File: config.mk
export PLATFORM = sky130hd
export DESIGN_NAME = console_command_tokenizer_match
export DESIGN_NICKNAME = d
export VERILOG_FILES = /design/src/hw/rtl/cctm_pkg.sv /design/src/hw/rtl/console_command_tokenizer_match.sv
export VERILOG_INCLUDE_DIRS = /design/src /design/src/hw/rtl
export SDC_FILE = /design/constraint.sdc
export NUM_CORES = 1
export LEC_CHECK = 0
export ABC_AREA = 1
export BUFFER_PORTS_ARGS = -buffer_cell sky130_fd_sc_hd__buf_4
export CORE_UTILIZATION = 41
export CTS_CLUSTER_DIAMETER = 80
export DETAILED_ROUTE_END_ITERATION = 10
export PLACE_DENSITY_LB_ADDON = 0.08
export REMOVE_ABC_BUFFERS = 1
export SETUP_SLACK_MARGIN = 0.15
export SLEW_MARGIN = 20
export SYNTH_ARGS = -nofsm -noshare
export SYNTH_HDL_FRONTEND = slang
export SYNTH_SLANG_ARGS = --single-unit
export TNS_END_PERCENT = 50
File: constraint.sdc
create_clock -name clk -period 5.7 [get_ports clk]
set_clock_uncertainty 0.2 [all_clocks]
set_input_delay 0.285 -clock clk [delete_from_list [all_inputs] [get_ports clk]]
set_output_delay 0.285 -clock clk [all_outputs]
set_load 0.005 [all_outputs]
File: src/hw/rtl/console_command_tokenizer_match_assert.svh
// ----------------------------------------------------------------------------
// Console command tokenizer: assertion macros
// Shorthand for clocked properties checked at the end of the top level.
// ----------------------------------------------------------------------------
`ifndef CONSOLE_COMMAND_TOKENIZER_MATCH_ASSERT_SVH
`define CONSOLE_COMMAND_TOKENIZER_MATCH_ASSERT_SVH

// Consequent must hold in the same cycle as the antecedent.
`define CCTM_ASSERT_NOW(name, ante, cons, msg) \
  name: assert property (@(posedge clk) disable iff (rst) (ante) |-> (cons)) \
    else $error(msg);

// Consequent must hold in the cycle after the antecedent.
`define CCTM_ASSERT_NEXT(name, ante, cons, msg) \
  name: assert property (@(posedge clk) disable iff (rst) (ante) |=> (cons)) \
    else $error(msg);

`endif

File: src/hw/rtl/cctm_pkg.sv
// ----------------------------------------------------------------------------
// Console command tokenizer: package
// Character codes, sizes, register map and the case fold helper.
// ----------------------------------------------------------------------------
package cctm_pkg;

  localparam int KEY_MAX_CHARS = 8;
  localparam int MAX_ARGS      = 16;

  localparam int CNT_W    = 5;                       // token count / arg_count
  localparam int POS_W    = 4;                       // first token position
  localparam int KEY_W    = 8 * KEY_MAX_CHARS;
  localparam int KIDX_W   = $clog2(KEY_MAX_CHARS);
  localparam int KLEN_W   = 4;
  localparam int DATA_W   = 64;
  localparam int ADDR_W   = 5;

  localparam logic [POS_W-1:0] FIRST_DONE = 4'd15;

  localparam logic [7:0] CH_NUL   = 8'h00;
  localparam logic [7:0] CH_SPACE = 8'h20;
  localparam logic [7:0] CH_SEMI  = 8'h3B;

  // register index = paddr[4:3]
  localparam logic [1:0] REG_KEYWORD  = 2'd0;
  localparam logic [1:0] REG_KEY_LEN  = 2'd1;
  localparam logic [1:0] REG_CASE     = 2'd2;
  localparam logic [1:0] REG_MIN_PAR  = 2'd3;

  typedef struct packed {
    logic [CNT_W-1:0] arg_count;
    logic             name_match;
    logic             first_match_res;
    logic             found;
    logic             end_of_text;
  } result_t;

  function automatic logic [7:0] fold_upper(input logic [7:0] c);
    logic [7:0] r;
    r = c;
    if (c >= 8'h61 && c <= 8'h7A) r = c - 8'h20;
    return r;
  endfunction

endpackage

File: src/hw/rtl/console_command_tokenizer_match.sv
// ----------------------------------------------------------------------------
// Console command tokenizer with keyword match
// Splits a console byte stream into commands and tokens and matches the
// first token of each command against a programmable keyword.
// ----------------------------------------------------------------------------
// Feed one text byte per word on the char channel. Spaces separate tokens,
// ';' closes a command and byte 0 closes the command and the whole text.
// Every ';' or 0 byte yields one result word: the token count (saturated at
// 16), whether the first token equals the keyword (exact or ASCII upper-case
// folded, per case_sensitive), whether this is the first match in the text,
// and found = first match with at least min_params tokens. Other bytes give
// no result. The block takes one byte per clock: each byte goes through a
// single classify/compare/count step straight into the state and result
// registers, so throughput is set by that one register stage. A byte is
// held off only while a result word sits in the output register and the
// sink stalls it. Program the registers over APB (64-bit data, register i
// at byte address 8*i) only while the stream is idle.
// ----------------------------------------------------------------------------
`include "console_command_tokenizer_match_assert.svh"

module console_command_tokenizer_match (
  input  logic                         clk,
  input  logic                         rst,
  // APB configuration port
  input  logic                         psel,
  input  logic                         penable,
  input  logic                         pwrite,
  input  logic [cctm_pkg::ADDR_W-1:0]  paddr,
  input  logic [cctm_pkg::DATA_W-1:0]  pwdata,
  output logic [cctm_pkg::DATA_W-1:0]  prdata,
  output logic                         pready,
  // text byte channel
  input  logic                         char_valid,
  output logic                         char_stall,
  input  logic [7:0]                   char_byte,
  // result channel
  output logic                         res_valid,
  input  logic                         res_stall,
  output logic [cctm_pkg::CNT_W-1:0]   arg_count,
  output logic                         name_match,
  output logic                         first_match_res,
  output logic                         found,
  output logic                         end_of_text
);

  // --------------------------------------------------------------------------
  // Configuration registers
  // --------------------------------------------------------------------------
  logic [cctm_pkg::KEY_W-1:0]  keyword;
  logic [cctm_pkg::KLEN_W-1:0] keyword_len;
  logic                        case_sensitive;
  logic [cctm_pkg::CNT_W-1:0]  min_params;

  logic       cfg_wr;
  logic [1:0] cfg_idx;

  assign pready  = 1'b1;
  assign cfg_idx = paddr[4:3];
  assign cfg_wr  = psel && penable && pwrite && pready;

  always_ff @(posedge clk) begin
    if (rst) begin
      keyword        <= '0;
      keyword_len    <= cctm_pkg::KLEN_W'(1);
      case_sensitive <= 1'b0;
      min_params     <= '0;
    end else if (cfg_wr) begin
      unique case (cfg_idx)
        cctm_pkg::REG_KEYWORD: keyword        <= pwdata[cctm_pkg::KEY_W-1:0];
        cctm_pkg::REG_KEY_LEN: keyword_len    <= pwdata[cctm_pkg::KLEN_W-1:0];
        cctm_pkg::REG_CASE:    case_sensitive <= pwdata[0];
        cctm_pkg::REG_MIN_PAR: min_params     <= pwdata[cctm_pkg::CNT_W-1:0];
        default: ;
      endcase
    end
  end

  always_comb begin
    prdata = '0;
    unique case (cfg_idx)
      cctm_pkg::REG_KEYWORD: prdata[cctm_pkg::KEY_W-1:0]  = keyword;
      cctm_pkg::REG_KEY_LEN: prdata[cctm_pkg::KLEN_W-1:0] = keyword_len;
      cctm_pkg::REG_CASE:    prdata[0]                    = case_sensitive;
      cctm_pkg::REG_MIN_PAR: prdata[cctm_pkg::CNT_W-1:0]  = min_params;
      default: ;
    endcase
  end

  // Effective keyword length, saturated at the key buffer size.
  logic [cctm_pkg::KLEN_W-1:0] klen;
  assign klen = (keyword_len > cctm_pkg::KLEN_W'(cctm_pkg::KEY_MAX_CHARS)) ?
                cctm_pkg::KLEN_W'(cctm_pkg::KEY_MAX_CHARS) : keyword_len;

  // --------------------------------------------------------------------------
  // Tokenizer state
  // --------------------------------------------------------------------------
  logic                       in_token,       in_token_next;
  logic [cctm_pkg::CNT_W-1:0] token_count,    token_count_next;
  logic [cctm_pkg::POS_W-1:0] first_pos,      first_pos_next;
  logic                       first_equal,    first_equal_next;
  logic                       matched_before, matched_before_next;

  logic char_acc;
  logic is_nul, is_term, is_space;
  assign char_acc = char_valid && !char_stall;
  assign is_nul   = (char_byte == cctm_pkg::CH_NUL);
  assign is_term  = is_nul || (char_byte == cctm_pkg::CH_SEMI);
  assign is_space = (char_byte == cctm_pkg::CH_SPACE);

  // keyword byte at the current first-token position
  logic [7:0] key_byte;
  logic       same_char;
  assign key_byte  = keyword[first_pos[cctm_pkg::KIDX_W-1:0]*8 +: 8];
  assign same_char = case_sensitive ? (key_byte == char_byte) :
                     (cctm_pkg::fold_upper(key_byte) == cctm_pkg::fold_upper(char_byte));

  // command-end evaluation; first token may still be open here
  logic             eq_end;
  cctm_pkg::result_t res_now;
  always_comb begin
    eq_end = (first_pos == cctm_pkg::FIRST_DONE) ? first_equal :
             (first_equal && (first_pos == cctm_pkg::POS_W'(klen)));
    res_now.arg_count       = token_count;
    res_now.name_match      = (token_count != '0) && (klen != '0) && eq_end;
    res_now.first_match_res = res_now.name_match && !matched_before;
    res_now.found           = res_now.first_match_res && (token_count >= min_params);
    res_now.end_of_text     = is_nul;
  end

  always_comb begin
    in_token_next       = in_token;
    token_count_next    = token_count;
    first_pos_next      = first_pos;
    first_equal_next    = first_equal;
    matched_before_next = matched_before;
    if (char_acc) begin
      if (is_term) begin
        // close command; byte 0 also forgets earlier matches
        in_token_next       = 1'b0;
        token_count_next    = '0;
        first_pos_next      = '0;
        first_equal_next    = 1'b1;
        matched_before_next = is_nul ? 1'b0 : (matched_before || res_now.name_match);
      end else if (is_space) begin
        if (in_token && first_pos != cctm_pkg::FIRST_DONE) begin
          first_equal_next = first_equal && (first_pos == cctm_pkg::POS_W'(klen));
          first_pos_next   = cctm_pkg::FIRST_DONE;
        end
        in_token_next = 1'b0;
      end else begin
        if (!in_token) begin
          in_token_next = 1'b1;
          if (token_count < cctm_pkg::CNT_W'(cctm_pkg::MAX_ARGS))
            token_count_next = token_count + 1'b1;
        end
        if (first_pos != cctm_pkg::FIRST_DONE) begin
          // past the keyword end any character is a mismatch
          if (first_pos < cctm_pkg::POS_W'(klen)) begin
            if (!same_char) first_equal_next = 1'b0;
          end else begin
            first_equal_next = 1'b0;
          end
          if (first_pos <= cctm_pkg::POS_W'(cctm_pkg::KEY_MAX_CHARS))
            first_pos_next = first_pos + 1'b1;
        end
      end
    end
  end

  always_ff @(posedge clk) begin
    if (rst) begin
      in_token       <= 1'b0;
      token_count    <= '0;
      first_pos      <= '0;
      first_equal    <= 1'b1;
      matched_before <= 1'b0;
    end else begin
      in_token       <= in_token_next;
      token_count    <= token_count_next;
      first_pos      <= first_pos_next;
      first_equal    <= first_equal_next;
      matched_before <= matched_before_next;
    end
  end

  // --------------------------------------------------------------------------
  // Result register
  // --------------------------------------------------------------------------
  logic res_load;
  assign res_load   = char_acc && is_term;
  // hold input only while a result word is parked and stalled
  assign char_stall = res_valid && res_stall;

  always_ff @(posedge clk) begin
    if (rst) begin
      res_valid <= 1'b0;
    end else if (res_load) begin
      res_valid <= 1'b1;
    end else if (!res_stall) begin
      res_valid <= 1'b0;
    end
  end

  always_ff @(posedge clk) begin
    if (res_load) begin
      arg_count       <= res_now.arg_count;
      name_match      <= res_now.name_match;
      first_match_res <= res_now.first_match_res;
      found           <= res_now.found;
      end_of_text     <= res_now.end_of_text;
    end
  end

  // --------------------------------------------------------------------------
  // Assertions
  // --------------------------------------------------------------------------
  `CCTM_ASSERT_NOW(a_flag_chain, res_valid,
    (!found || first_match_res) && (!first_match_res || name_match),
    "found/first_match_res without the weaker flag")
  `CCTM_ASSERT_NOW(a_empty_no_match, res_valid && arg_count == '0, !name_match,
    "name match on an empty command")
  `CCTM_ASSERT_NEXT(a_term_gives_result, char_acc && is_term, res_valid,
    "command end did not load a result word")
  `CCTM_ASSERT_NEXT(a_eot_clears, char_acc && is_nul,
    token_count == '0 && first_pos == '0 && !matched_before && !in_token,
    "state not cleared after end of text")

endmodule
==> impl_metrics.tcl, run 1 <==
set metrics [dict create \
    final_common_cell "nand2_1" \
    grt_pass1_wl_microns 24740 \
    fillers 1420 \
    first_pass_iters 5 \
    n_antenna_cell 0 \
    maxCapViolations 0 \
    hold_violations 0 \
    io_pins 160 \
    gp_congestion 0.8527 \
    cp_data_required_time_ns 5.70 \
    drive_above_1_share_pct 19.20 \
    dp_cells 1151 \
    num_vias 5538 \
    drc_errors 0 \
    maxSlewHeadroom_pct 36.02 \
    nets 1099 \
    yosysWarningCount 0 \
    track_usage_pct 21.87 \
    cp_common_cell "nand2_1" \
    seq_area_frac_synth_pct 36.11 \
    clk_latency_ns 0.35 \
    wl_microns 14610 \
    syn_avg_cell_area_sq_um 6.494 \
    grt_pass1_vias 5200 \
    fin_cells 1176 \
    period_minus_slack_ns 3.050 \
    syn2layout_area_growth_pct 28.41 \
    rows 42 \
    die_y_microns 118.6 \
    syn_area_sq_mm 0.005572 \
    worstRegToRegCells 20 \
    end_kind "flop" \
    root_buffer "clkbuf_16" \
    rsz0062_at_grt "false" \
    cts_max_path_buffers 2 \
    worstPathCellList "inv_6, nand2_1, nand3_1, nand2_1, nand2_2, nand2_4, inv_1, ha_1, inv_1, nand4_1, nand2_1, nand2_1, nand2_1, inv_1, nand2_1, nand2_1, nand2_1, nand2_1, nand2_1, nand3_1" \
    final_cell_mix "nand2_1, inv_1, buf_4" \
    powerDensity_mw_per_mm2 225.6 \
    crit_cells 20 \
    crit_path_start_kind "flop" \
    hold-path-endpoint "keyword[46]" \
    clk_pin_slew_ns 0.07 \
    avgViaCountPerCell 4.709 \
    gr-total-overflow 0 \
    drt-wirelength-per-cell_microns 12.42 \
    status "complete, no violations" \
    timing.rr.start "first_pos[0]" \
    ant_nets 0 \
    ys_ff_latch 96 \
    ys_types 37 \
    core_region_area_sq_mm 0.01324 \
    cts_num_sinks 96 \
    multi_input_area_sq_mm 0.002710 \
    critPathSlowestCell "dfxtp_2" \
    crit_arrival_ns 3.05 \
    worst-path-buf-inv 4 \
    hold_depth 3 \
    startpoint "first_pos[0]" \
    cts_max_level 3 \
    cts_buffers 9 \
    worstPathMaxFanout 43 \
    r2r_end "first_equal" \
    crit_family "simple AND/OR/NAND/NOR gates" \
    rrSetupSlack_ns 2.65 \
    hp-start "pwdata[46]" \
    antenna_found_initial 0 \
    hpwlAfterDp_microns 10090 \
    dieWidth_microns 118.6 \
    total_power_mw 1.614 \
    port_buffers 155 \
    leakage_nw 3.753 \
    slew_violations 0 \
    synthCells 858 \
    grt_max_degree 78 \
    path_class "reg2reg" \
    die_area_sq_mm 0.01406 \
    cts.repair.resized 0 \
    initial_utilization_pct 42.07 \
    worstMarginPinSlew_ns 0.9561 \
    fmax_ghz 0.3278 \
    finalSetupViolations 0 \
    regArea_sq_mm 0.002013 \
    hp-class "in2reg" \
    setup-tns-final_ns 0 \
    peakVddDrop_mv 0.1235 \
    min_period_over_period_pct 53.52 \
    cpPeakStageDelay_ns 0.89 \
    tritoncts "done" \
    drtIter0Drc 294 \
    whs_ns 0.01200 \
]
[power by group]
group	internal, mW	total, mW	switching (mW)	leakage, nW
clock	0.350	0.603	0.252	0.146
combinational	0.122	0.291	0.169	2.81
sequential	0.697	0.721	0.0235	0.792
total	1.17	1.61	0.445	3.75
[registers in the layout, summed over array words and instances, names as in the netlist]
signal / count
keyword_len: 4
case_sensitive: 1
found: 1
name_match: 1
res_valid: 1
first_equal: 1
matched_before: 1
in_token: 1
min_params: 5
end_of_text: 1
token_count: 5
first_match_res: 1
keyword: 64
first_pos: 4
arg_count: 5
[routing by layer]
layer  share of wire, %  track usage [%]  up-vias
met3                4.7            3.813       15
met2                 47            36.88      117
met4                1.5            7.832        0
met1                 47            27.86     2455
met5                  0                0        -
li1                   -                -     2951
[repair_timing]
item,CTS,global route
endpoints found under the hold margin,13,0
buffers inserted,0,0
hold buffers,9,0
[layout make-up]
cell class | count | area share [%]
multi-input cells | 552 | 37.88
flip-flops and latches | 96 | 28.14
repair buffers | 168 | 17.94
inverters | 168 | 8.884
clock buffers | 12 | 3.445
well taps | 176 | 3.078
clock inverters | 4 | 0.6296
[worst max path at each step]
stage / end / slack (ns)
after floorplan: keyword[0] / 1.48
after global placement: first_equal / 2.59
after detailed placement: first_equal / 2.60
after CTS: first_equal / 2.59
after global routing: first_equal / 2.18
final: first_equal / 2.65
[synthesized netlist by cell type]
cell type / number / share of area [%]
a211oi_1: 4 / 0.54
a21o_1: 1 / 0.13
a21oi_1: 90 / 8.1
a32oi_1: 1 / 0.16
buf_1: 2 / 0.13
buf_2: 2 / 0.18
buf_4: 6 / 0.81
buf_6: 4 / 0.81
buf_8: 1 / 0.27
clkbuf_1: 27 / 1.8
clkinv_1: 1 / 0.067
conb_1: 1 / 0.067
dfxtp_1: 87 / 31
edfxtp_1: 9 / 4.9
ha_1: 20 / 4.5
inv_1: 166 / 11
inv_6: 1 / 0.16
nand2_1: 209 / 14
nand2_2: 5 / 0.56
nand2_4: 1 / 0.20
nand3_1: 58 / 5.2
nand3_2: 3 / 0.54
nand4_1: 6 / 0.67
nor2_1: 49 / 3.3
nor2_2: 2 / 0.22
nor2_4: 2 / 0.40
nor3_1: 6 / 0.54
nor4_1: 1 / 0.11
o211ai_1: 4 / 0.54
o211ai_2: 1 / 0.22
o21ai_0: 78 / 7.0
o21ai_1: 2 / 0.18
o21bai_1: 1 / 0.13
o22ai_1: 1 / 0.11
o2bb2ai_1: 1 / 0.16
xnor2_1: 1 / 0.16
xor2_1: 4 / 0.63
[worst reg2reg max path, cell delays in order (launching register included)]
cell,delay [ns]
dfxtp_2,0.89
inv_6,0.27
nand2_1,0.14
nand3_1,0.07
nand2_1,0.09
nand2_2,0.07
nand2_4,0.13
inv_1,0.05
ha_1,0.26
inv_1,0.05
nand4_1,0.11
nand2_1,0.09
nand2_1,0.05
nand2_1,0.05
inv_1,0.04
nand2_1,0.07
nand2_1,0.05
nand2_1,0.08
nand2_1,0.06
nand2_1,0.05
nand3_1,0.05
[metrics by stage]
stage	utilization, %	worst slack (ns)	area (sq um)
floorplan	-	1.476	5348
global placement	51.14	2.593	6773
detailed placement	51.14	2.597	6773
CTS	54.02	2.590	7154
global route	54.02	2.184	7154
finish	54.02	2.650	7154
[cells by family (layout without fill, tap and decap cells)]
group	count (synthesis)	after routing	share of synthesized area, %
simple gates	342	342	25.85
buf+inv	210	352	15.43
compound gates	184	184	17.27
flops	96	96	36.11
fa+ha+maj	20	20	4.491
xor+xnor	5	5	0.7860
other cells	1	1	0.06731
(Power assumes the default switching activity.)
==> run 2: changes to the inputs <==
--- a/config.mk
+++ b/config.mk
@@ -6,7 +6,7 @@
 export SDC_FILE = /design/constraint.sdc
 export NUM_CORES = 1
 export LEC_CHECK = 0
-export ABC_AREA = 1
+export ABC_AREA = 0
 export BUFFER_PORTS_ARGS = -buffer_cell sky130_fd_sc_hd__buf_4
 export CORE_UTILIZATION = 41
 export CTS_CLUSTER_DIAMETER = 80
==> constraint.sdc (replaced) <==
create_clock -name clk -period 3 [get_ports clk]
set_clock_uncertainty 0.2 [all_clocks]
set_input_delay 0.15 -clock clk [delete_from_list [all_inputs] [get_ports clk]]
set_output_delay 0.15 -clock clk [all_outputs]
set_load 0.005 [all_outputs]
==> impl_metrics.tcl, run 2 <==
set metrics [dict create \
    crit_family "multiplexers" \
    slew_violations 0 \
    largest_reg_flops 64 \
    wl_microns 15010 \
    crit_arrival_ns 2.80 \
    syn_area_sq_mm 0.005166 \
    tritoncts "done" \
    cts_max_level 3 \
    ys_types 56 \
    num_vias 5076 \
    synth.area.top_cells "dfxtp_1, nand2_1, a21oi_1" \
    rows 40 \
    drive_above_1_share_pct 25.86 \
    yosys-top-cells-count "nand2_1, dfxtp_1, a21oi_1" \
    die_y_microns 114.3 \
    timing.final.ws_setup_ns 0.2377 \
    synth-edff-count 9 \
    placed_cell_area_sq_mm 0.006511 \
    yosysMostFrequentCell "nand2_1" \
    yosysTopAreaCell "dfxtp_1" \
    peakVddDrop_mv 0.2380 \
    maxCapViolations 0 \
    maxSlewHeadroom_pct 62.18 \
    pre_cts_slack_ns 0.1691 \
    drt-wirelength-per-cell_microns 14.91 \
    clk_pin_slew_ns 0.07 \
    period_minus_slack_ns 2.762 \
    gr-total-overflow 0 \
    drc_errors 0 \
    nets 938 \
    powerDensity_mw_per_mm2 406.0 \
    grt_pass1_vias 4936 \
    worst-path-buf-inv 1 \
    rsz0062_at_grt "false" \
    clk_latency_ns 0.35 \
    drtIter0Drc 204 \
    cts_num_sinks 96 \
    critPathSlowestCell "mux4_2" \
    die_area_sq_mm 0.01305 \
    worstPathMaxFanout 7 \
    syn2layout_area_growth_pct 46.62 \
    dieWidth_microns 114.3 \
    fmax_ghz 0.3620 \
    async_flop_share_pct 0 \
    synthCells 629 \
    cp_data_required_time_ns 3.04 \
    hpwlAfterDp_microns 10150 \
    grt_max_degree 61 \
    hold_violations 0 \
    leakage_nw 3.081 \
    avgViaCountPerCell 5.041 \
    hp-class "in2reg" \
    first_pass_iters 5 \
    regMostFlops "keyword" \
    n_antenna_cell 0 \
    netlist.area_leader.share_pct 33.71 \
    synth-main-ff-cell "dfxtp_1" \
    cpPeakStageDelay_ns 0.52 \
    antenna_found_initial 0 \
    root_buffer "clkbuf_16" \
    finalSetupViolations 0 \
    track_usage_pct 23.37 \
    crit_path_start_kind "flop" \
    ys_ff_latch 96 \
    path_class "reg2reg" \
    gp_congestion 0.8860 \
    stdcell_area_sq_mm 0.007575 \
    syn_avg_cell_area_sq_um 8.213 \
    final_common_cell "buf_4" \
    yosysWarningCount 0 \
    final_cell_mix "buf_4, nand2_1, dfxtp_1" \
    worstPathCellList "buf_12, mux4_2, mux2_4, or3_1, o31ai_2, a21oi_2, mux2i_1, o311a_1" \
    cts_buffers 9 \
    setup-tns-final_ns 0 \
    status "complete, no violations" \
    end_kind "flop" \
    utilization_pct 62.28 \
    port_buffers 155 \
    core_region_area_sq_mm 0.01216 \
    io_pins 160 \
    min_period_over_period_pct 92.08 \
    grt_pass1_wl_microns 23860 \
    worstMarginPinSlew_ns 0.5635 \
    initial_utilization_pct 42.48 \
    ant_nets 0 \
    cts_max_path_buffers 2 \
    seq_area_frac_synth_pct 38.94 \
]
run 2: cell types whose count changed after synthesis, moves of 5 or more:
cell      delta
a21oi_1      -6
and2_1      +61
buf_4        -5
clkbuf_1     +5
inv_1      -147
mux2i_1      +9
mux4_2      +13
nand2_1     -55
nand2_2      -5
nand3_1     -44
nor2_1      -24
nor2b_1      +6
o21ai_0     -69
xnor2_1      +8
run 2: cells by family (layout without fill, tap and decap cells):
group           after synthesis  after routing  share of synthesized area (%)
mux                          28             28                          8.937
xor+xnor                     17             17                          3.173
simple gates                288            288                          26.21
fa+ha+maj                    20             20                          4.844
compound gates              119            119                          13.13
other cells                   1              1                        0.07259
buf+inv                      60            270                          4.698
flops                        96             96                          38.94
run 2: repair_timing:
action | CTS | global route
setup buffers | 2 | 1
pin swaps | 0 | 1
setup endpoints to repair | 1 | 1
gates cloned | 0 | 1
gates resized for setup | 0 | 7
hold buffers | 64 | 0
hold endpoints to repair | 74 | 0
run 2: area by class of cell:
type | count | area [sq um]
clock inverter | 4 | 72.57
sequential | 96 | 2017
fill | 1063 | 4587
multi-input combinational | 473 | 2930
clock buffer | 12 | 277.8
inverter | 20 | 78.83
timing repair buffer | 234 | 1988
tap | 168 | 210.2
run 2: final timing paths:
kind,startpoint,to,slack [ns],cells past startpoint
hold reg to reg,keyword[34],keyword[34],0.27,2
hold / removal,res_stall,res_valid,0.004,5
setup reg to reg,first_pos[1],first_equal,0.24,8
setup / recovery,first_pos[1],first_equal,0.24,8
run 2: worst min-delay path, delay by kind of cell:
| family | cells | cell delay, ns |
|---|---|---|
| buffers and inverters | 2 | 0.15 |
| and+or+nand+nor | 3 | 0.20 |
run 2: layer usage:
| metal | global-route usage [%] | vias to the layer above | share of wire (%) |
|---|---|---|---|
| met2 | 39.96 | 140 | 50 |
| met3 | 4.288 | 20 | 4.4 |
| met1 | 29.36 | 2376 | 44 |
| met5 | 0 | - | 0 |
| li1 | - | 2540 | - |
| met4 | 8.658 | 0 | 1.8 |
run 2: where the power goes:
group	total (mW)	internal, mW	leakage, nW	switching [mW]
combinational	0.412	0.228	2.13	0.185
clock	1.33	0.825	0.170	0.500
sequential	1.34	1.31	0.784	0.0226
run 2: metrics by stage:
stage	hold WS, ns	power [mW]	std cells
2_1_floorplan	0.01907	1.514	589
3_3_place_gp	0.1981	1.688	923
3_5_place_dp	0.2068	1.696	923
4_1_cts	0.0001993	3.080	1005
5_1_grt	0.03538	3.183	1007
6_report	0.004105	3.075	1007
